**config.mk**
```make
export PLATFORM = sky130hd
export DESIGN_NAME = aesbcm_front
export DESIGN_NICKNAME = d
export VERILOG_FILES = /design/src/aesbcm_pkg.sv /design/src/aesbcm_front.sv
export SDC_FILE = /design/constraint.sdc
export NUM_CORES = 1
export LEC_CHECK = 0
export BUFFER_PORTS_ARGS = -buffer_cell sky130_fd_sc_hd__clkbuf_2
export CAP_MARGIN = 20
export CORE_AREA = 3 3 285 287
export CTS_CLUSTER_SIZE = 12
export DETAILED_ROUTE_END_ITERATION = 8
export DIE_AREA = 0 0 288 290
export PLACE_DENSITY = 0.37
export SYNTH_ARGS = -nofsm -noshare
export SYNTH_HDL_FRONTEND = slang
export SYNTH_SLANG_ARGS = --single-unit
export TNS_END_PERCENT = 50
```
**constraint.sdc**
```tcl
create_clock -name clock -period 1.9 [get_ports clock]
set_clock_uncertainty 0.15 [all_clocks]
set_input_delay 0.095 -clock clock [delete_from_list [all_inputs] [get_ports clock]]
set_output_delay 0.095 -clock clock [all_outputs]
set_load 0.03 [all_outputs]
```
**src/aesbcm_pkg.sv**
```systemverilog
package aesbcm_pkg;

   localparam int unsigned MAX_ROUND_KEY_WORDS = 60;
   localparam int unsigned RK_ROWS = MAX_ROUND_KEY_WORDS / 4;
   localparam int unsigned ROW_W = $clog2(RK_ROWS);
   localparam int unsigned QUEUE_DEPTH = 2;
   localparam int unsigned QPTR_W = $clog2(QUEUE_DEPTH);

   localparam logic [7:0] PAD_BYTE = 8'h00;

   localparam logic [1:0] STATUS_OK       = 2'd0;
   localparam logic [1:0] STATUS_BAD_MODE = 2'd1;
   localparam logic [1:0] STATUS_PARTIAL  = 2'd2;

   localparam logic [2:0] MODE_ECB = 3'd0;
   localparam logic [2:0] MODE_CBC = 3'd1;
   localparam logic [2:0] MODE_CFB = 3'd2;
   localparam logic [2:0] MODE_OFB = 3'd3;

   localparam logic [2:0] CSR_KEY0       = 3'd0;
   localparam logic [2:0] CSR_KEY1       = 3'd1;
   localparam logic [2:0] CSR_KEY2       = 3'd2;
   localparam logic [2:0] CSR_KEY3       = 3'd3;
   localparam logic [2:0] CSR_IV_HIGH    = 3'd4;
   localparam logic [2:0] CSR_IV_LOW     = 3'd5;
   localparam logic [2:0] CSR_KEY_LENGTH = 3'd6;
   localparam logic [2:0] CSR_CHAIN_MODE = 3'd7;

   localparam logic [4:0] FULL_BLOCK = 5'd16;

   localparam logic [7:0] TWEAK_R4 = 8'h73;
   localparam logic [7:0] TWEAK_R6 = 8'h09;
   localparam logic [7:0] TWEAK_R8 = 8'hE4;

   typedef struct packed {
      logic [255:0] key;
      logic [127:0] iv;
      logic [1:0]   key_length;
      logic [2:0]   chain_mode;
   } cfg_type;

   typedef struct packed {
      logic         cmd;
      logic         first_block;
      logic [1:0]   status;
      logic [127:0] block;
   } item_type;

   typedef enum logic [1:0] {ST_IDLE, ST_EXPAND, ST_ROUND} back_state_type;

   localparam logic [7:0] SBOX [256] = '{
      8'h63,8'h7C,8'h77,8'h7B,8'hF2,8'h6B,8'h6F,8'hC5,8'h30,8'h01,8'h67,8'h2B,8'hFE,8'hD7,8'hAB,8'h76,
      8'hCA,8'h82,8'hC9,8'h7D,8'hFA,8'h59,8'h47,8'hF0,8'hAD,8'hD4,8'hA2,8'hAF,8'h9C,8'hA4,8'h72,8'hC0,
      8'hB7,8'hFD,8'h93,8'h26,8'h36,8'h3F,8'hF7,8'hCC,8'h34,8'hA5,8'hE5,8'hF1,8'h71,8'hD8,8'h31,8'h15,
      8'h04,8'hC7,8'h23,8'hC3,8'h18,8'h96,8'h05,8'h9A,8'h07,8'h12,8'h80,8'hE2,8'hEB,8'h27,8'hB2,8'h75,
      8'h09,8'h83,8'h2C,8'h1A,8'h1B,8'h6E,8'h5A,8'hA0,8'h52,8'h3B,8'hD6,8'hB3,8'h29,8'hE3,8'h2F,8'h84,
      8'h53,8'hD1,8'h00,8'hED,8'h20,8'hFC,8'hB1,8'h5B,8'h6A,8'hCB,8'hBE,8'h39,8'h4A,8'h4C,8'h58,8'hCF,
      8'hD0,8'hEF,8'hAA,8'hFB,8'h43,8'h4D,8'h33,8'h85,8'h45,8'hF9,8'h02,8'h7F,8'h50,8'h3C,8'h9F,8'hA8,
      8'h51,8'hA3,8'h40,8'h8F,8'h92,8'h9D,8'h38,8'hF5,8'hBC,8'hB6,8'hDA,8'h21,8'h10,8'hFF,8'hF3,8'hD2,
      8'hCD,8'h0C,8'h13,8'hEC,8'h5F,8'h97,8'h44,8'h17,8'hC4,8'hA7,8'h7E,8'h3D,8'h64,8'h5D,8'h19,8'h73,
      8'h60,8'h81,8'h4F,8'hDC,8'h22,8'h2A,8'h90,8'h88,8'h46,8'hEE,8'hB8,8'h14,8'hDE,8'h5E,8'h0B,8'hDB,
      8'hE0,8'h32,8'h3A,8'h0A,8'h49,8'h06,8'h24,8'h5C,8'hC2,8'hD3,8'hAC,8'h62,8'h91,8'h95,8'hE4,8'h79,
      8'hE7,8'hC8,8'h37,8'h6D,8'h8D,8'hD5,8'h4E,8'hA9,8'h6C,8'h56,8'hF4,8'hEA,8'h65,8'h7A,8'hAE,8'h08,
      8'hBA,8'h78,8'h25,8'h2E,8'h1C,8'hA6,8'hB4,8'hC6,8'hE8,8'hDD,8'h74,8'h1F,8'h4B,8'hBD,8'h8B,8'h8A,
      8'h70,8'h3E,8'hB5,8'h66,8'h48,8'h03,8'hF6,8'h0E,8'h61,8'h35,8'h57,8'hB9,8'h86,8'hC1,8'h1D,8'h9E,
      8'hE1,8'hF8,8'h98,8'h11,8'h69,8'hD9,8'h8E,8'h94,8'h9B,8'h1E,8'h87,8'hE9,8'hCE,8'h55,8'h28,8'hDF,
      8'h8C,8'hA1,8'h89,8'h0D,8'hBF,8'hE6,8'h42,8'h68,8'h41,8'h99,8'h2D,8'h0F,8'hB0,8'h54,8'hBB,8'h16
   };

   localparam logic [7:0] INV_SBOX [256] = '{
      8'h52,8'h09,8'h6A,8'hD5,8'h30,8'h36,8'hA5,8'h38,8'hBF,8'h40,8'hA3,8'h9E,8'h81,8'hF3,8'hD7,8'hFB,
      8'h7C,8'hE3,8'h39,8'h82,8'h9B,8'h2F,8'hFF,8'h87,8'h34,8'h8E,8'h43,8'h44,8'hC4,8'hDE,8'hE9,8'hCB,
      8'h54,8'h7B,8'h94,8'h32,8'hA6,8'hC2,8'h23,8'h3D,8'hEE,8'h4C,8'h95,8'h0B,8'h42,8'hFA,8'hC3,8'h4E,
      8'h08,8'h2E,8'hA1,8'h66,8'h28,8'hD9,8'h24,8'hB2,8'h76,8'h5B,8'hA2,8'h49,8'h6D,8'h8B,8'hD1,8'h25,
      8'h72,8'hF8,8'hF6,8'h64,8'h86,8'h68,8'h98,8'h16,8'hD4,8'hA4,8'h5C,8'hCC,8'h5D,8'h65,8'hB6,8'h92,
      8'h6C,8'h70,8'h48,8'h50,8'hFD,8'hED,8'hB9,8'hDA,8'h5E,8'h15,8'h46,8'h57,8'hA7,8'h8D,8'h9D,8'h84,
      8'h90,8'hD8,8'hAB,8'h00,8'h8C,8'hBC,8'hD3,8'h0A,8'hF7,8'hE4,8'h58,8'h05,8'hB8,8'hB3,8'h45,8'h06,
      8'hD0,8'h2C,8'h1E,8'h8F,8'hCA,8'h3F,8'h0F,8'h02,8'hC1,8'hAF,8'hBD,8'h03,8'h01,8'h13,8'h8A,8'h6B,
      8'h3A,8'h91,8'h11,8'h41,8'h4F,8'h67,8'hDC,8'hEA,8'h97,8'hF2,8'hCF,8'hCE,8'hF0,8'hB4,8'hE6,8'h73,
      8'h96,8'hAC,8'h74,8'h22,8'hE7,8'hAD,8'h35,8'h85,8'hE2,8'hF9,8'h37,8'hE8,8'h1C,8'h75,8'hDF,8'h6E,
      8'h47,8'hF1,8'h1A,8'h71,8'h1D,8'h29,8'hC5,8'h89,8'h6F,8'hB7,8'h62,8'h0E,8'hAA,8'h18,8'hBE,8'h1B,
      8'hFC,8'h56,8'h3E,8'h4B,8'hC6,8'hD2,8'h79,8'h20,8'h9A,8'hDB,8'hC0,8'hFE,8'h78,8'hCD,8'h5A,8'hF4,
      8'h1F,8'hDD,8'hA8,8'h33,8'h88,8'h07,8'hC7,8'h31,8'hB1,8'h12,8'h10,8'h59,8'h27,8'h80,8'hEC,8'h5F,
      8'h60,8'h51,8'h7F,8'hA9,8'h19,8'hB5,8'h4A,8'h0D,8'h2D,8'hE5,8'h7A,8'h9F,8'h93,8'hC9,8'h9C,8'hEF,
      8'hA0,8'hE0,8'h3B,8'h4D,8'hAE,8'h2A,8'hF5,8'hB0,8'hC8,8'hEB,8'hBB,8'h3C,8'h83,8'h53,8'h99,8'h61,
      8'h17,8'h2B,8'h04,8'h7E,8'hBA,8'h77,8'hD6,8'h26,8'hE1,8'h69,8'h14,8'h63,8'h55,8'h21,8'h0C,8'h7D
   };

   localparam logic [3:0] FWD_MIX [4] = '{4'd2, 4'd3, 4'd1, 4'd1};
   localparam logic [3:0] INV_MIX [4] = '{4'd14, 4'd11, 4'd13, 4'd9};

   function automatic logic [7:0] xt(input logic [7:0] b);
      return {b[6:0], 1'b0} ^ (b[7] ? 8'h1B : 8'h00);
   endfunction

   function automatic logic [7:0] gmul(input logic [7:0] a, input logic [3:0] m);
      logic [7:0] x2;
      logic [7:0] x4;
      logic [7:0] x8;
      x2 = xt(a);
      x4 = xt(x2);
      x8 = xt(x4);
      return (m[0] ? a : 8'h00) ^ (m[1] ? x2 : 8'h00) ^ (m[2] ? x4 : 8'h00) ^
             (m[3] ? x8 : 8'h00);
   endfunction

   function automatic logic [7:0] rcon_byte(input logic [3:0] idx);
      logic [7:0] r;
      case (idx)
         4'd1: r = 8'h01;
         4'd2: r = 8'h02;
         4'd3: r = 8'h04;
         4'd4: r = 8'h08;
         4'd5: r = 8'h10;
         4'd6: r = 8'h20;
         4'd7: r = 8'h40;
         4'd8: r = 8'h80;
         4'd9: r = 8'h1B;
         4'd10: r = 8'h36;
         default: r = 8'h00;
      endcase
      return r;
   endfunction

   function automatic logic [31:0] sub_word(input logic [31:0] w);
      return {SBOX[w[31:24]], SBOX[w[23:16]], SBOX[w[15:8]], SBOX[w[7:0]]};
   endfunction

   function automatic logic [127:0] sub_shift(input logic [127:0] s, input logic inv);
      logic [127:0] t;
      logic [1:0]   src_c;
      logic [7:0]   b;
      t = '0;
      for (int c = 0; c < 4; c++) begin
         for (int r = 0; r < 4; r++) begin
            src_c = inv ? 2'(c - r) : 2'(c + r);
            b = s[127 - 8 * (4 * int'(src_c) + r) -: 8];
            t[127 - 8 * (4 * c + r) -: 8] = inv ? INV_SBOX[b] : SBOX[b];
         end
      end
      return t;
   endfunction

   function automatic logic [127:0] mix(input logic [127:0] s, input logic inv);
      logic [127:0] t;
      logic [7:0]   acc;
      logic [3:0]   coef;
      t = '0;
      for (int c = 0; c < 4; c++) begin
         for (int r = 0; r < 4; r++) begin
            acc = 8'h00;
            for (int k = 0; k < 4; k++) begin
               coef = inv ? INV_MIX[(4 + k - r) % 4] : FWD_MIX[(4 + k - r) % 4];
               acc = acc ^ gmul(s[127 - 8 * (4 * c + k) -: 8], coef);
            end
            t[127 - 8 * (4 * c + r) -: 8] = acc;
         end
      end
      return t;
   endfunction

   function automatic logic [127:0] tweak(input logic [127:0] s, input logic [3:0] rnd);
      logic [127:0] t;
      t = s;
      case (rnd)
         4'd4: t[127:120] = s[127:120] ^ TWEAK_R4;
         4'd6: t[127:120] = s[127:120] ^ TWEAK_R6;
         4'd8: t[127:120] = s[127:120] ^ TWEAK_R8;
         default: t = s;
      endcase
      return t;
   endfunction

endpackage

```
**src/aesbcm_front.sv**
```systemverilog
module aesbcm_front (
   input  logic                 clock,
   input  logic                 reset,
   input  logic                 csr_valid,
   output logic                 csr_ready,
   input  logic [2:0]           csr_index,
   input  logic [63:0]          csr_data,
   input  logic                 req_valid,
   output logic                 req_ready,
   input  logic                 req_cmd,
   input  logic                 req_first_block,
   input  logic [4:0]           req_byte_count,
   input  logic [63:0]          req_data_hi,
   input  logic [63:0]          req_data_lo,
   output aesbcm_pkg::cfg_type  cfg,
   output logic                 key_write,
   output logic                 push_valid,
   input  logic                 push_ready,
   output aesbcm_pkg::item_type push_item
);
   import aesbcm_pkg::*;

   cfg_type      cfg_ff;
   cfg_type      cfg_in;
   logic [127:0] raw_block;
   logic         csr_write;

   assign csr_ready  = 1'b1;
   assign csr_write  = csr_valid && csr_ready;
   assign cfg        = cfg_ff;
   assign key_write  = csr_write && (csr_index inside {CSR_KEY0, CSR_KEY1, CSR_KEY2, CSR_KEY3,
                                                      CSR_KEY_LENGTH});
   assign req_ready  = push_ready;
   assign push_valid = req_valid;
   assign raw_block  = {req_data_hi, req_data_lo};

   always_comb begin
      cfg_in = cfg_ff;
      if (csr_write) begin
         case (csr_index)
            CSR_KEY0:       cfg_in.key[255:192] = csr_data;
            CSR_KEY1:       cfg_in.key[191:128] = csr_data;
            CSR_KEY2:       cfg_in.key[127:64]  = csr_data;
            CSR_KEY3:       cfg_in.key[63:0]    = csr_data;
            CSR_IV_HIGH:    cfg_in.iv[127:64]   = csr_data;
            CSR_IV_LOW:     cfg_in.iv[63:0]     = csr_data;
            CSR_KEY_LENGTH: cfg_in.key_length   = csr_data[1:0];
            CSR_CHAIN_MODE: cfg_in.chain_mode   = csr_data[2:0];
            default:        cfg_in = cfg_ff;
         endcase
      end
   end

   always_ff @(posedge clock) begin
      if (reset) begin
         cfg_ff <= '0;
      end else begin
         cfg_ff <= cfg_in;
      end
   end

   // A decrypt beat must be a whole block; a partial one is flagged partial, otherwise an unusable mode is flagged.
   always_comb begin
      push_item.cmd         = req_cmd;
      push_item.first_block = req_first_block;
      if (req_cmd && (req_byte_count != FULL_BLOCK)) begin
         push_item.status = STATUS_PARTIAL;
      end else if (cfg_ff.chain_mode > MODE_OFB) begin
         push_item.status = STATUS_BAD_MODE;
      end else begin
         push_item.status = STATUS_OK;
      end
      for (int b = 0; b < 16; b++) begin
         push_item.block[127 - 8 * b -: 8] = (5'(b) < req_byte_count) ?
                                             raw_block[127 - 8 * b -: 8] : PAD_BYTE;
      end
   end

endmodule

```
==> impl_results.md <==
* Status: finished, final reports clean
* Placed inst area at 21400 µm²
* Largest net degree at the start of global routing at 60
* Synth async-reset ratio at 0%
* Final Slew Violations at 0
* Global Route Usage Sum at 17.0%
* Final WL at 74200 µm
* Htree depth at 2
* Max FFs per register at 389
* Vias in the first global route at 14249
* Worst vdd ir at 593 µV
* Synth cell types at 35
* Worst path bufs/invs at 4
* Register area share after synthesis at 48.1%
* ANT nets after route at 0
* Clk buf depth at 3
* Slew @ Worst Pin at 0.871 ns
* Worst Path Arrival at 2.16 ns
* Slowest CP cell: dlygate4sd3_1
* Area Growth Syn to Fin at 46.4%
* TritonCTS clock tree: done
* WP data required at 2.22 ns
* Initial antenna violation count at 12
* Synthesized net count at 1714
* Die area at 83500 µm²
* I/O Pins at 732
* HPWL after DPL at 57200 µm
* Port bufs at 724
* Worst hold path class: in2out
* Core Area at 78900 µm²
* Syn. warnings at 0
* Worst setup SP type: input pin
* Max-cap violations at 0
* Register area at 7790 µm²
* Final period util at 96.5%
* Crit path top cell by count: dlygate4sd3_1
* Starting Density at 20.5%
* Setup-failing EPs final at 0
* Worst skew pair latency at 0.57 ns
* Post-synth top area share at 48.1%
* EDFF count, synth at 0
* Top-count cell post-synth: nand2b_1
* Cells after Synth at 1507
* Area leader, netlist: dfxtp_1
* Grt ovf at 0
* Nets at 2507
* DR vias at 13739
* Global-route wire length before repair at 105000 µm
* DRC violations left at 0
* Register bit total from synthesis at 389
* Power Dens Cells at 859 nW/µm²
* Site Rows at 103
* Ranking of synthesized cells by area: dfxtp_1 48%, mux2i_1 24%, nand2b_1 18%, nor2b_1 2.5%, a21boi_0 1.9%
* Root buffer cell: clkbuf_16
* Iteration-0 DRC Markers at 463
* Clock Pin Slew Worst Setup and Hold Paths at 0.06 ns
* Achievable Freq at 545 MHz
* Minimum hold slack at 0.0405 ns
* TritonCTS Sinks at 389
* Chip width at 288 µm
* Ys flop type: dfxtp_1
* Post-route cell area at 23700 µm²
* Setup bufs post-CTS at 0
* Die height at 290 µm
* Multi-input gate area at 7910 µm²
* TritonRoute pass-1 iters at 4
* Hold violation count in the final report at 0
* Post-synth top cells: 454 x nand2b_1, 389 x dfxtp_1, 389 x mux2i_1
* Mapped cell area at 16200 µm²
* Setup slack after layout at 0.0661 ns
* Worst-path cell chain: dlygate4sd3_1 -> clkbuf_2 -> buf_4 -> nand4bb_4 -> mux2i_1 -> dlygate4sd3_1
* Placed Cells at 3232
* RSZ-0062 raised after global routing: no
* Setup WS pre-CTS at 0.0528 ns
* Routability congestion estimate at 0.968
* FILL cells at 8367
* Leak pwr at 0.0122 µW
* Syn Area/Cell at 10.7 µm²
* Routed wire per std cell at 21.8 µm
* Setup Crit Path Kind: in2reg
* Largest stage delay, worst path at 0.56 ns
* Setup tns final at 0 ns
* CP top delay family: buffers and inverters
* Rel. slew slack at 42.0%
* CP Capture Type: flip-flop
* Post-route insts no fill at 3400
* CP Max Fanout at 9
* Layout cells sized above 1 at 37.4%
* CTS Buf Count at 47
* Final worst path period need at 1.83 ns
* Via density at 4.04
==> layout by cell type, fill, tap and decap left out, types with 2 or more instances in the layout <==
cell             n
dfxtp_1        389
clkbuf_8        15
nand4bb_4        3
and2_1          17
clkbuf_16       47
nand4b_1         3
nand2b_1       454
a21boi_0        41
mux2i_1        389
clkbuf_2       723
buf_4           44
bufinv_16        2
clkinv_2         9
inv_1            3
diode_2         13
and3_1           8
nor3_1           2
buf_12          19
nor2b_1         64
dlygate4sd3_1   70
clkbuf_1        10
a31oi_1          2
==> final cells by class <==
type / count / area share (%)
flip-flops and latches: 389 / 32.9
clock inverters: 14 / 0.676
multi-input cells: 1002 / 33.4
well taps: 1050 / 5.55
repair buffers: 857 / 21.4
inverters: 3 / 0.0475
clock buffers: 72 / 6.00
diodes: 13 / 0.137
==> stage by stage <==
stage	power, µW	utilization, %
5_1_grt	21200	30.0
6_report	20400	30.0
2_1_floorplan	10200	-
3_5_place_dp	11300	27.1
3_3_place_gp	11300	27.1
4_1_cts	20800	30.0
==> kinds of logic (layout without fill, tap and decap cells) <==
group	after synthesis	in the layout	share of synthesized area, %
flops	389	389	48.1
simple gates	558	558	21.8
other cells	1	14	0.0232
compound gates	54	54	2.53
buf+inv	116	946	3.48
mux	389	389	24.1
==> report_power, final <==
group          switching (µW)  total [µW]  internal (µW)  leakage, µW
sequential               97.5        8440           8340      0.00315
clock                    3760        9190           5430     0.000785
combinational            1740        2730            993      0.00824
total                    5600       20400          14800       0.0122
==> metal layers <==
metal  vias up  wire [µm]  track usage [%]
met5         -          0                0
met4         0       3040             6.29
met3        95       6450             6.19
met2       456      37400             30.9
met1      6588      27300             17.8
li1       6600          -                -
==> what timing repair did <==
item / in CTS / in global routing
endpoints found under the setup margin: 0 / 20
hold buffers: 70 / 0
hold endpoints to repair: 388 / 0
resized for setup: 0 / 5
==> worst paths after layout <==
check | startpoint | end | slack, ns | cells past startpoint
worst min-delay path | push_ready | req_ready | 0.04 | 0
worst max register to register | cfg[87] | cfg[87] | 0.63 | 3
worst min register to register | cfg[180] | cfg[180] | 0.32 | 2
worst max-delay path | csr_valid | cfg[87] | 0.07 | 6
Power figures use the tool's default switching activity.
