**src/aesbcm_pkg.sv**
```systemverilog
package aesbcm_pkg;

   localparam int unsigned MAX_ROUND_KEY_WORDS = 60;
   localparam int unsigned RK_ROWS = MAX_ROUND_KEY_WORDS / 4;
   localparam int unsigned ROW_W = $clog2(RK_ROWS);
   localparam int unsigned QUEUE_DEPTH = 2;
   localparam int unsigned QPTR_W = $clog2(QUEUE_DEPTH);

   localparam logic [7:0] PAD_BYTE = 8'h00;

   localparam logic [1:0] STATUS_OK       = 2'd0;
   localparam logic [1:0] STATUS_BAD_MODE = 2'd1;
   localparam logic [1:0] STATUS_PARTIAL  = 2'd2;

   localparam logic [2:0] MODE_ECB = 3'd0;
   localparam logic [2:0] MODE_CBC = 3'd1;
   localparam logic [2:0] MODE_CFB = 3'd2;
   localparam logic [2:0] MODE_OFB = 3'd3;

   localparam logic [2:0] CSR_KEY0       = 3'd0;
   localparam logic [2:0] CSR_KEY1       = 3'd1;
   localparam logic [2:0] CSR_KEY2       = 3'd2;
   localparam logic [2:0] CSR_KEY3       = 3'd3;
   localparam logic [2:0] CSR_IV_HIGH    = 3'd4;
   localparam logic [2:0] CSR_IV_LOW     = 3'd5;
   localparam logic [2:0] CSR_KEY_LENGTH = 3'd6;
   localparam logic [2:0] CSR_CHAIN_MODE = 3'd7;

   localparam logic [4:0] FULL_BLOCK = 5'd16;

   localparam logic [7:0] TWEAK_R4 = 8'h73;
   localparam logic [7:0] TWEAK_R6 = 8'h09;
   localparam logic [7:0] TWEAK_R8 = 8'hE4;

   typedef struct packed {
      logic [255:0] key;
      logic [127:0] iv;
      logic [1:0]   key_length;
      logic [2:0]   chain_mode;
   } cfg_type;

   typedef struct packed {
      logic         cmd;
      logic         first_block;
      logic [1:0]   status;
      logic [127:0] block;
   } item_type;

   typedef enum logic [1:0] {ST_IDLE, ST_EXPAND, ST_ROUND} back_state_type;

   localparam logic [7:0] SBOX [256] = '{
      8'h63,8'h7C,8'h77,8'h7B,8'hF2,8'h6B,8'h6F,8'hC5,8'h30,8'h01,8'h67,8'h2B,8'hFE,8'hD7,8'hAB,8'h76,
      8'hCA,8'h82,8'hC9,8'h7D,8'hFA,8'h59,8'h47,8'hF0,8'hAD,8'hD4,8'hA2,8'hAF,8'h9C,8'hA4,8'h72,8'hC0,
      8'hB7,8'hFD,8'h93,8'h26,8'h36,8'h3F,8'hF7,8'hCC,8'h34,8'hA5,8'hE5,8'hF1,8'h71,8'hD8,8'h31,8'h15,
      8'h04,8'hC7,8'h23,8'hC3,8'h18,8'h96,8'h05,8'h9A,8'h07,8'h12,8'h80,8'hE2,8'hEB,8'h27,8'hB2,8'h75,
      8'h09,8'h83,8'h2C,8'h1A,8'h1B,8'h6E,8'h5A,8'hA0,8'h52,8'h3B,8'hD6,8'hB3,8'h29,8'hE3,8'h2F,8'h84,
      8'h53,8'hD1,8'h00,8'hED,8'h20,8'hFC,8'hB1,8'h5B,8'h6A,8'hCB,8'hBE,8'h39,8'h4A,8'h4C,8'h58,8'hCF,
      8'hD0,8'hEF,8'hAA,8'hFB,8'h43,8'h4D,8'h33,8'h85,8'h45,8'hF9,8'h02,8'h7F,8'h50,8'h3C,8'h9F,8'hA8,
      8'h51,8'hA3,8'h40,8'h8F,8'h92,8'h9D,8'h38,8'hF5,8'hBC,8'hB6,8'hDA,8'h21,8'h10,8'hFF,8'hF3,8'hD2,
      8'hCD,8'h0C,8'h13,8'hEC,8'h5F,8'h97,8'h44,8'h17,8'hC4,8'hA7,8'h7E,8'h3D,8'h64,8'h5D,8'h19,8'h73,
      8'h60,8'h81,8'h4F,8'hDC,8'h22,8'h2A,8'h90,8'h88,8'h46,8'hEE,8'hB8,8'h14,8'hDE,8'h5E,8'h0B,8'hDB,
      8'hE0,8'h32,8'h3A,8'h0A,8'h49,8'h06,8'h24,8'h5C,8'hC2,8'hD3,8'hAC,8'h62,8'h91,8'h95,8'hE4,8'h79,
      8'hE7,8'hC8,8'h37,8'h6D,8'h8D,8'hD5,8'h4E,8'hA9,8'h6C,8'h56,8'hF4,8'hEA,8'h65,8'h7A,8'hAE,8'h08,
      8'hBA,8'h78,8'h25,8'h2E,8'h1C,8'hA6,8'hB4,8'hC6,8'hE8,8'hDD,8'h74,8'h1F,8'h4B,8'hBD,8'h8B,8'h8A,
      8'h70,8'h3E,8'hB5,8'h66,8'h48,8'h03,8'hF6,8'h0E,8'h61,8'h35,8'h57,8'hB9,8'h86,8'hC1,8'h1D,8'h9E,
      8'hE1,8'hF8,8'h98,8'h11,8'h69,8'hD9,8'h8E,8'h94,8'h9B,8'h1E,8'h87,8'hE9,8'hCE,8'h55,8'h28,8'hDF,
      8'h8C,8'hA1,8'h89,8'h0D,8'hBF,8'hE6,8'h42,8'h68,8'h41,8'h99,8'h2D,8'h0F,8'hB0,8'h54,8'hBB,8'h16
   };

   localparam logic [7:0] INV_SBOX [256] = '{
      8'h52,8'h09,8'h6A,8'hD5,8'h30,8'h36,8'hA5,8'h38,8'hBF,8'h40,8'hA3,8'h9E,8'h81,8'hF3,8'hD7,8'hFB,
      8'h7C,8'hE3,8'h39,8'h82,8'h9B,8'h2F,8'hFF,8'h87,8'h34,8'h8E,8'h43,8'h44,8'hC4,8'hDE,8'hE9,8'hCB,
      8'h54,8'h7B,8'h94,8'h32,8'hA6,8'hC2,8'h23,8'h3D,8'hEE,8'h4C,8'h95,8'h0B,8'h42,8'hFA,8'hC3,8'h4E,
      8'h08,8'h2E,8'hA1,8'h66,8'h28,8'hD9,8'h24,8'hB2,8'h76,8'h5B,8'hA2,8'h49,8'h6D,8'h8B,8'hD1,8'h25,
      8'h72,8'hF8,8'hF6,8'h64,8'h86,8'h68,8'h98,8'h16,8'hD4,8'hA4,8'h5C,8'hCC,8'h5D,8'h65,8'hB6,8'h92,
      8'h6C,8'h70,8'h48,8'h50,8'hFD,8'hED,8'hB9,8'hDA,8'h5E,8'h15,8'h46,8'h57,8'hA7,8'h8D,8'h9D,8'h84,
      8'h90,8'hD8,8'hAB,8'h00,8'h8C,8'hBC,8'hD3,8'h0A,8'hF7,8'hE4,8'h58,8'h05,8'hB8,8'hB3,8'h45,8'h06,
      8'hD0,8'h2C,8'h1E,8'h8F,8'hCA,8'h3F,8'h0F,8'h02,8'hC1,8'hAF,8'hBD,8'h03,8'h01,8'h13,8'h8A,8'h6B,
      8'h3A,8'h91,8'h11,8'h41,8'h4F,8'h67,8'hDC,8'hEA,8'h97,8'hF2,8'hCF,8'hCE,8'hF0,8'hB4,8'hE6,8'h73,
      8'h96,8'hAC,8'h74,8'h22,8'hE7,8'hAD,8'h35,8'h85,8'hE2,8'hF9,8'h37,8'hE8,8'h1C,8'h75,8'hDF,8'h6E,
      8'h47,8'hF1,8'h1A,8'h71,8'h1D,8'h29,8'hC5,8'h89,8'h6F,8'hB7,8'h62,8'h0E,8'hAA,8'h18,8'hBE,8'h1B,
      8'hFC,8'h56,8'h3E,8'h4B,8'hC6,8'hD2,8'h79,8'h20,8'h9A,8'hDB,8'hC0,8'hFE,8'h78,8'hCD,8'h5A,8'hF4,
      8'h1F,8'hDD,8'hA8,8'h33,8'h88,8'h07,8'hC7,8'h31,8'hB1,8'h12,8'h10,8'h59,8'h27,8'h80,8'hEC,8'h5F,
      8'h60,8'h51,8'h7F,8'hA9,8'h19,8'hB5,8'h4A,8'h0D,8'h2D,8'hE5,8'h7A,8'h9F,8'h93,8'hC9,8'h9C,8'hEF,
      8'hA0,8'hE0,8'h3B,8'h4D,8'hAE,8'h2A,8'hF5,8'hB0,8'hC8,8'hEB,8'hBB,8'h3C,8'h83,8'h53,8'h99,8'h61,
      8'h17,8'h2B,8'h04,8'h7E,8'hBA,8'h77,8'hD6,8'h26,8'hE1,8'h69,8'h14,8'h63,8'h55,8'h21,8'h0C,8'h7D
   };

   localparam logic [3:0] FWD_MIX [4] = '{4'd2, 4'd3, 4'd1, 4'd1};
   localparam logic [3:0] INV_MIX [4] = '{4'd14, 4'd11, 4'd13, 4'd9};

   function automatic logic [7:0] xt(input logic [7:0] b);
      return {b[6:0], 1'b0} ^ (b[7] ? 8'h1B : 8'h00);
   endfunction

   function automatic logic [7:0] gmul(input logic [7:0] a, input logic [3:0] m);
      logic [7:0] x2;
      logic [7:0] x4;
      logic [7:0] x8;
      x2 = xt(a);
      x4 = xt(x2);
      x8 = xt(x4);
      return (m[0] ? a : 8'h00) ^ (m[1] ? x2 : 8'h00) ^ (m[2] ? x4 : 8'h00) ^
             (m[3] ? x8 : 8'h00);
   endfunction

   function automatic logic [7:0] rcon_byte(input logic [3:0] idx);
      logic [7:0] r;
      case (idx)
         4'd1: r = 8'h01;
         4'd2: r = 8'h02;
         4'd3: r = 8'h04;
         4'd4: r = 8'h08;
         4'd5: r = 8'h10;
         4'd6: r = 8'h20;
         4'd7: r = 8'h40;
         4'd8: r = 8'h80;
         4'd9: r = 8'h1B;
         4'd10: r = 8'h36;
         default: r = 8'h00;
      endcase
      return r;
   endfunction

   function automatic logic [31:0] sub_word(input logic [31:0] w);
      return {SBOX[w[31:24]], SBOX[w[23:16]], SBOX[w[15:8]], SBOX[w[7:0]]};
   endfunction

   function automatic logic [127:0] sub_shift(input logic [127:0] s, input logic inv);
      logic [127:0] t;
      logic [1:0]   src_c;
      logic [7:0]   b;
      t = '0;
      for (int c = 0; c < 4; c++) begin
         for (int r = 0; r < 4; r++) begin
            src_c = inv ? 2'(c - r) : 2'(c + r);
            b = s[127 - 8 * (4 * int'(src_c) + r) -: 8];
            t[127 - 8 * (4 * c + r) -: 8] = inv ? INV_SBOX[b] : SBOX[b];
         end
      end
      return t;
   endfunction

   function automatic logic [127:0] mix(input logic [127:0] s, input logic inv);
      logic [127:0] t;
      logic [7:0]   acc;
      logic [3:0]   coef;
      t = '0;
      for (int c = 0; c < 4; c++) begin
         for (int r = 0; r < 4; r++) begin
            acc = 8'h00;
            for (int k = 0; k < 4; k++) begin
               coef = inv ? INV_MIX[(4 + k - r) % 4] : FWD_MIX[(4 + k - r) % 4];
               acc = acc ^ gmul(s[127 - 8 * (4 * c + k) -: 8], coef);
            end
            t[127 - 8 * (4 * c + r) -: 8] = acc;
         end
      end
      return t;
   endfunction

   function automatic logic [127:0] tweak(input logic [127:0] s, input logic [3:0] rnd);
      logic [127:0] t;
      t = s;
      case (rnd)
         4'd4: t[127:120] = s[127:120] ^ TWEAK_R4;
         4'd6: t[127:120] = s[127:120] ^ TWEAK_R6;
         4'd8: t[127:120] = s[127:120] ^ TWEAK_R8;
         default: t = s;
      endcase
      return t;
   endfunction

endpackage

```
**src/aesbcm_queue.sv**
```systemverilog
module aesbcm_queue (
   input  logic                 clock,
   input  logic                 reset,
   input  logic                 push_valid,
   output logic                 push_ready,
   input  aesbcm_pkg::item_type push_item,
   output logic                 pop_valid,
   input  logic                 pop,
   output aesbcm_pkg::item_type pop_item
);
   import aesbcm_pkg::*;

   item_type            entry_ff [QUEUE_DEPTH];
   logic [QPTR_W-1:0]   wr_ptr_ff;
   logic [QPTR_W-1:0]   wr_ptr_in;
   logic [QPTR_W-1:0]   rd_ptr_ff;
   logic [QPTR_W-1:0]   rd_ptr_in;
   logic [QPTR_W:0]     count_ff;
   logic [QPTR_W:0]     count_in;
   logic                do_push;
   logic                do_pop;

   assign push_ready = (count_ff != (QPTR_W + 1)'(QUEUE_DEPTH));
   assign pop_valid  = (count_ff != '0);
   assign pop_item   = entry_ff[rd_ptr_ff];
   assign do_push    = push_valid && push_ready;
   assign do_pop     = pop && pop_valid;

   always_comb begin
      wr_ptr_in = do_push ? wr_ptr_ff + 1'b1 : wr_ptr_ff;
      rd_ptr_in = do_pop ? rd_ptr_ff + 1'b1 : rd_ptr_ff;
      count_in  = count_ff + (QPTR_W + 1)'(do_push) - (QPTR_W + 1)'(do_pop);
   end

   always_ff @(posedge clock) begin
      if (reset) begin
         wr_ptr_ff <= '0;
         rd_ptr_ff <= '0;
         count_ff  <= '0;
      end else begin
         wr_ptr_ff <= wr_ptr_in;
         rd_ptr_ff <= rd_ptr_in;
         count_ff  <= count_in;
      end
   end

   always_ff @(posedge clock) begin
      if (do_push) begin
         entry_ff[wr_ptr_ff] <= push_item;
      end
   end

   assert property (@(posedge clock) disable iff (reset)
      pop_valid && !do_pop && !do_push |=> $stable(count_ff))
      else $error("Queue count moved without a push or a pop.");
   assert property (@(posedge clock) disable iff (reset)
      count_ff <= (QPTR_W + 1)'(QUEUE_DEPTH))
      else $error("Queue count beyond depth.");
   assert property (@(posedge clock) disable iff (reset)
      (count_ff == '0) |-> (wr_ptr_ff == rd_ptr_ff))
      else $error("Empty queue with unequal pointers.");

endmodule

```
**config.mk**
```make
export PLATFORM = sky130hd
export DESIGN_NAME = aesbcm_queue
export DESIGN_NICKNAME = d
export VERILOG_FILES = /design/src/aesbcm_pkg.sv /design/src/aesbcm_queue.sv
export SDC_FILE = /design/constraint.sdc
export NUM_CORES = 1
export LEC_CHECK = 0
export BUFFER_PORTS_ARGS = -buffer_cell sky130_fd_sc_hd__buf_2
export CORE_AREA = 2 2 146 148
export CTS_BUF_LIST = sky130_fd_sc_hd__clkbuf_4
export DETAILED_ROUTE_END_ITERATION = 8
export DIE_AREA = 0 0 148 150
export GPL_TIMING_DRIVEN = 0
export PLACE_DENSITY_LB_ADDON = 0.08
export SYNTH_ARGS = -nofsm -noshare
export SYNTH_HDL_FRONTEND = slang
export SYNTH_SLANG_ARGS = --single-unit
```
**constraint.sdc**
```tcl
create_clock -name clock -period 9 [get_ports clock]
set_input_delay 0.9 -clock clock [delete_from_list [all_inputs] [get_ports clock]]
set_output_delay 0.9 -clock clock [all_outputs]
set_load 0.05 [all_outputs]
```
==> out/summary.json <==
{
  "count_of_tritonroute_iterations_in_the_first_routing_pass": 4,
  "cts_repair_resize_count": 0,
  "timing.final.crit_period_ns": 2.90,
  "routed_wire_length_um": 18600,
  "fin_skew_ns": 0.0280,
  "post_synth_mux_area_share_pct": 17.8,
  "worst_r2r_endpoint": "entry_ff[0][98]",
  "final_nets": 921,
  "worst_hold_path.endpoint": "entry_ff[1][10]",
  "fmax_mhz": 345,
  "crit-reg2reg-launch": "count_ff[0]",
  "multi_input_area_sq_mm": 0.00194,
  "worstPathRequired_ns": 8.10,
  "ant_nets": 0,
  "clk_latency_ns": 0.62,
  "synthAdderAreaFrac_pct": 0.124,
  "floorplan.die_area_sq_mm": 0.0222,
  "routedWlPerCell_um": 16.9,
  "placedInstanceArea_sq_mm": 0.0119,
  "max-clock-path-buffers": 3,
  "cts_hold_buf": 0,
  "fraction_of_layout_instances_using_a_drive_strength_above_1_pct": 63.6,
  "worst-r2r-setup-slack_ns": 6.85,
  "regArea_sq_mm": 0.00803,
  "synth_simple_gate_area_share_pct": 0.681,
  "comb_power_share_pct": 32.6,
  "clockPowerShare_pct": 25.8,
  "grt_remaining_overflow": 0,
  "worstRegToRegCells": 4,
  "most_common_library_cell_in_the_layout_ignoring_fill_and_taps": "buf_2",
  "synth.lib_cells_used.distinct": 24,
  "synth_top_family_by_area": "multiplexers",
  "power.density_cell_area_mw_per_mm2": 293,
  "power.share.switching_pct": 34.8,
  "share_of_the_yosys_chip_area_belonging_to_registers_pct": 79.4,
  "std_cell_rows": 53,
  "synth-compound-area-share_pct": 0.507,
  "most_used_cells_in_the_layout_excluding_fill_and_tap_cells": "buf_2, edfxtp_1, clkbuf_4",
  "htree_levels": 3,
  "antenna_violations_before_repair": 4,
  "globalplace.congestion": 0.678,
  "io_pins": 270,
  "ir_worst_vdd_mv": 0.170,
  "final-setup-viol-count": 0,
  "crit_arrival_ns": 2.00,
  "min_delay_path_class": "input pin to flop",
  "tightestPinTransition_ns": 0.651,
  "cts_buffers": 70,
  "chip_width_um": 148,
  "drv.max_cap_violation_count": 0,
  "layout.cells.non_filler": 1104,
  "syn_inst": 440,
  "synth-seq-cells": 269,
  "post_cts_setup_buffers": 0,
  "grt_pass1_wl_um": 27700,
  "crit_fanout": 10,
  "ys_top_cells_by_area": "edfxtp_1, mux2_4, mux2_2",
  "timing.final.crit_share_pct": 32.2,
  "hpwl_um": 12500,
  "grt_start_max_net_pins": 69,
  "total_switching_power_mw": 1.30,
  "seq_power_share_pct": 41.6,
  "drt_iter0_markers": 156,
  "placed_cells": 987,
  "syn2layout_area_growth_pct": 25.8,
  "hold_viol_final": 0,
  "path_class": "flop to primary output",
  "clock_slew_seen_by_the_registers_of_the_worst_setup_and_hold_paths_ns": 0.06,
  "end_kind": "primary output",
  "post_synth_instance_area_sq_mm": 0.0101,
  "syn-mean-instance-area_sq_um": 23.0,
  "fp.dieH_um": 150,
  "core_ar_sq_mm": 0.0207,
  "worst_setup_path_start_kind": "flop",
  "viasPerCell": 4.82,
  "hold_start": "push_item[10]",
  "outcome": "complete, no violations",
  "holdPathStages": 1,
  "holdWs_ns": 0.458,
  "start_util_pct": 48.9,
  "design_area_sq_mm": 0.0127,
  "synthDominantAreaCellType": "edfxtp_1",
  "grt_setup_unrepaired": "false",
  "vias": 5324,
  "yosys_warnings": 0,
  "filler_cell_count": 1627,
  "final_max_slew_viols": 0,
  "first_global_vias": 5676,
  "tns_ns": 0,
  "gr-usage-all-layers_pct": 16.4,
  "port_buffers": 269,
  "relSlewSlack_pct": 56.6,
  "root_buffer": "clkbuf_4",
  "power.leakage_nw": 5.02,
  "power_report.internal_total_mw": 2.43,
  "post_synth_xor_area_fraction_pct": 0.0866,
  "synthesized_nets": 577,
  "drc": 0,
  "yosys.area.top_type_share_pct": 78.4,
  "cts_num_sinks": 269,
  "tritoncts": "done"
}
[cell usage after synthesis]
cell      number
mux2_2        52
ha_1           1
nand2b_1       1
o21ai_0        2
a211oi_1       1
buf_8          1
nand3b_1       1
a21oi_1        1
buf_2          5
inv_1          1
nand3_1        1
or2_2          1
nor2b_1        3
a21bo_2        1
mux2_1         1
a32oi_1        1
edfxtp_1     264
xor2_1         1
mux2_4        80
and3_1         1
dfxtp_1        5
a21bo_1        1
nor2_1         5
buf_6          9
[through the flow]
step                setup slack [ns]  power, mW  utilization, %
detailed placement              6.43       2.81            57.5
finish                          6.10       3.73            61.5
floorplan                       4.40       2.57               -
CTS                             6.01       3.79            61.5
global route                    5.99       3.90            61.5
global placement                2.77       2.81            57.0
[worst max path at each step]
stage                           end  cells after the start
CTS                    pop_item[75]                      5
floorplan            entry_ff[1][0]                      2
finish                 pop_item[75]                      5
global placement    entry_ff[1][55]                      2
global route           pop_item[75]                      5
detailed placement  entry_ff[0][49]                      4
[sequential cells by signal, summed over array words and instances (netlist names), named ones only]
signal,flops
count_ff,2
entry_ff,264
rd_ptr_ff,1
wr_ptr_ff,1
[final cells by class]
| type | instances | share of cell area [%] |
|---|---|---|
| antenna | 3 | 0.0590 |
| buffer | 15 | 1.11 |
| clock buffer | 98 | 5.78 |
| clock inverter | 16 | 0.688 |
| inverter | 1 | 0.0688 |
| multi-input combinational | 155 | 15.3 |
| sequential | 269 | 63.1 |
| tap | 275 | 2.70 |
| timing repair buffer | 272 | 11.2 |
[layer usage]
layer | up-vias | GRT usage, % | wire length (um)
li1 | 2494 | - | -
met1 | 2579 | 17.6 | 6810
met2 | 215 | 28.0 | 9590
met3 | 34 | 7.16 | 1830
met4 | 2 | 7.76 | 391
met5 | - | 0 | 7
[critical path: stages (launching register included)]
cell     delay [ns]
dfxtp_1        0.32
buf_6          0.13
buf_8          0.17
buf_6          0.20
mux2_4         0.32
buf_2          0.22
[cell families (layout without fill, tap and decap cells)]
family,count (synthesis),count (layout)
buf+inv,16,402
fa+ha+maj,1,1
other cells,0,3
compound gates,7,7
mux,133,133
simple gates,13,13
flops,269,269
xor+xnor,1,1
[power groups by stage]
stage | combinational (mW) | clock (mW) | sequential [mW]
6_report | 1.22 | 0.961 | 1.55
5_1_grt | 1.27 | 1.06 | 1.57
4_1_cts | 1.23 | 1.00 | 1.56
3_5_place_dp | 1.23 | 0 | 1.58
3_3_place_gp | 1.21 | 0 | 1.60
2_1_floorplan | 0.983 | 0 | 1.59
Note: power is estimated with default switching activity, not from simulation.
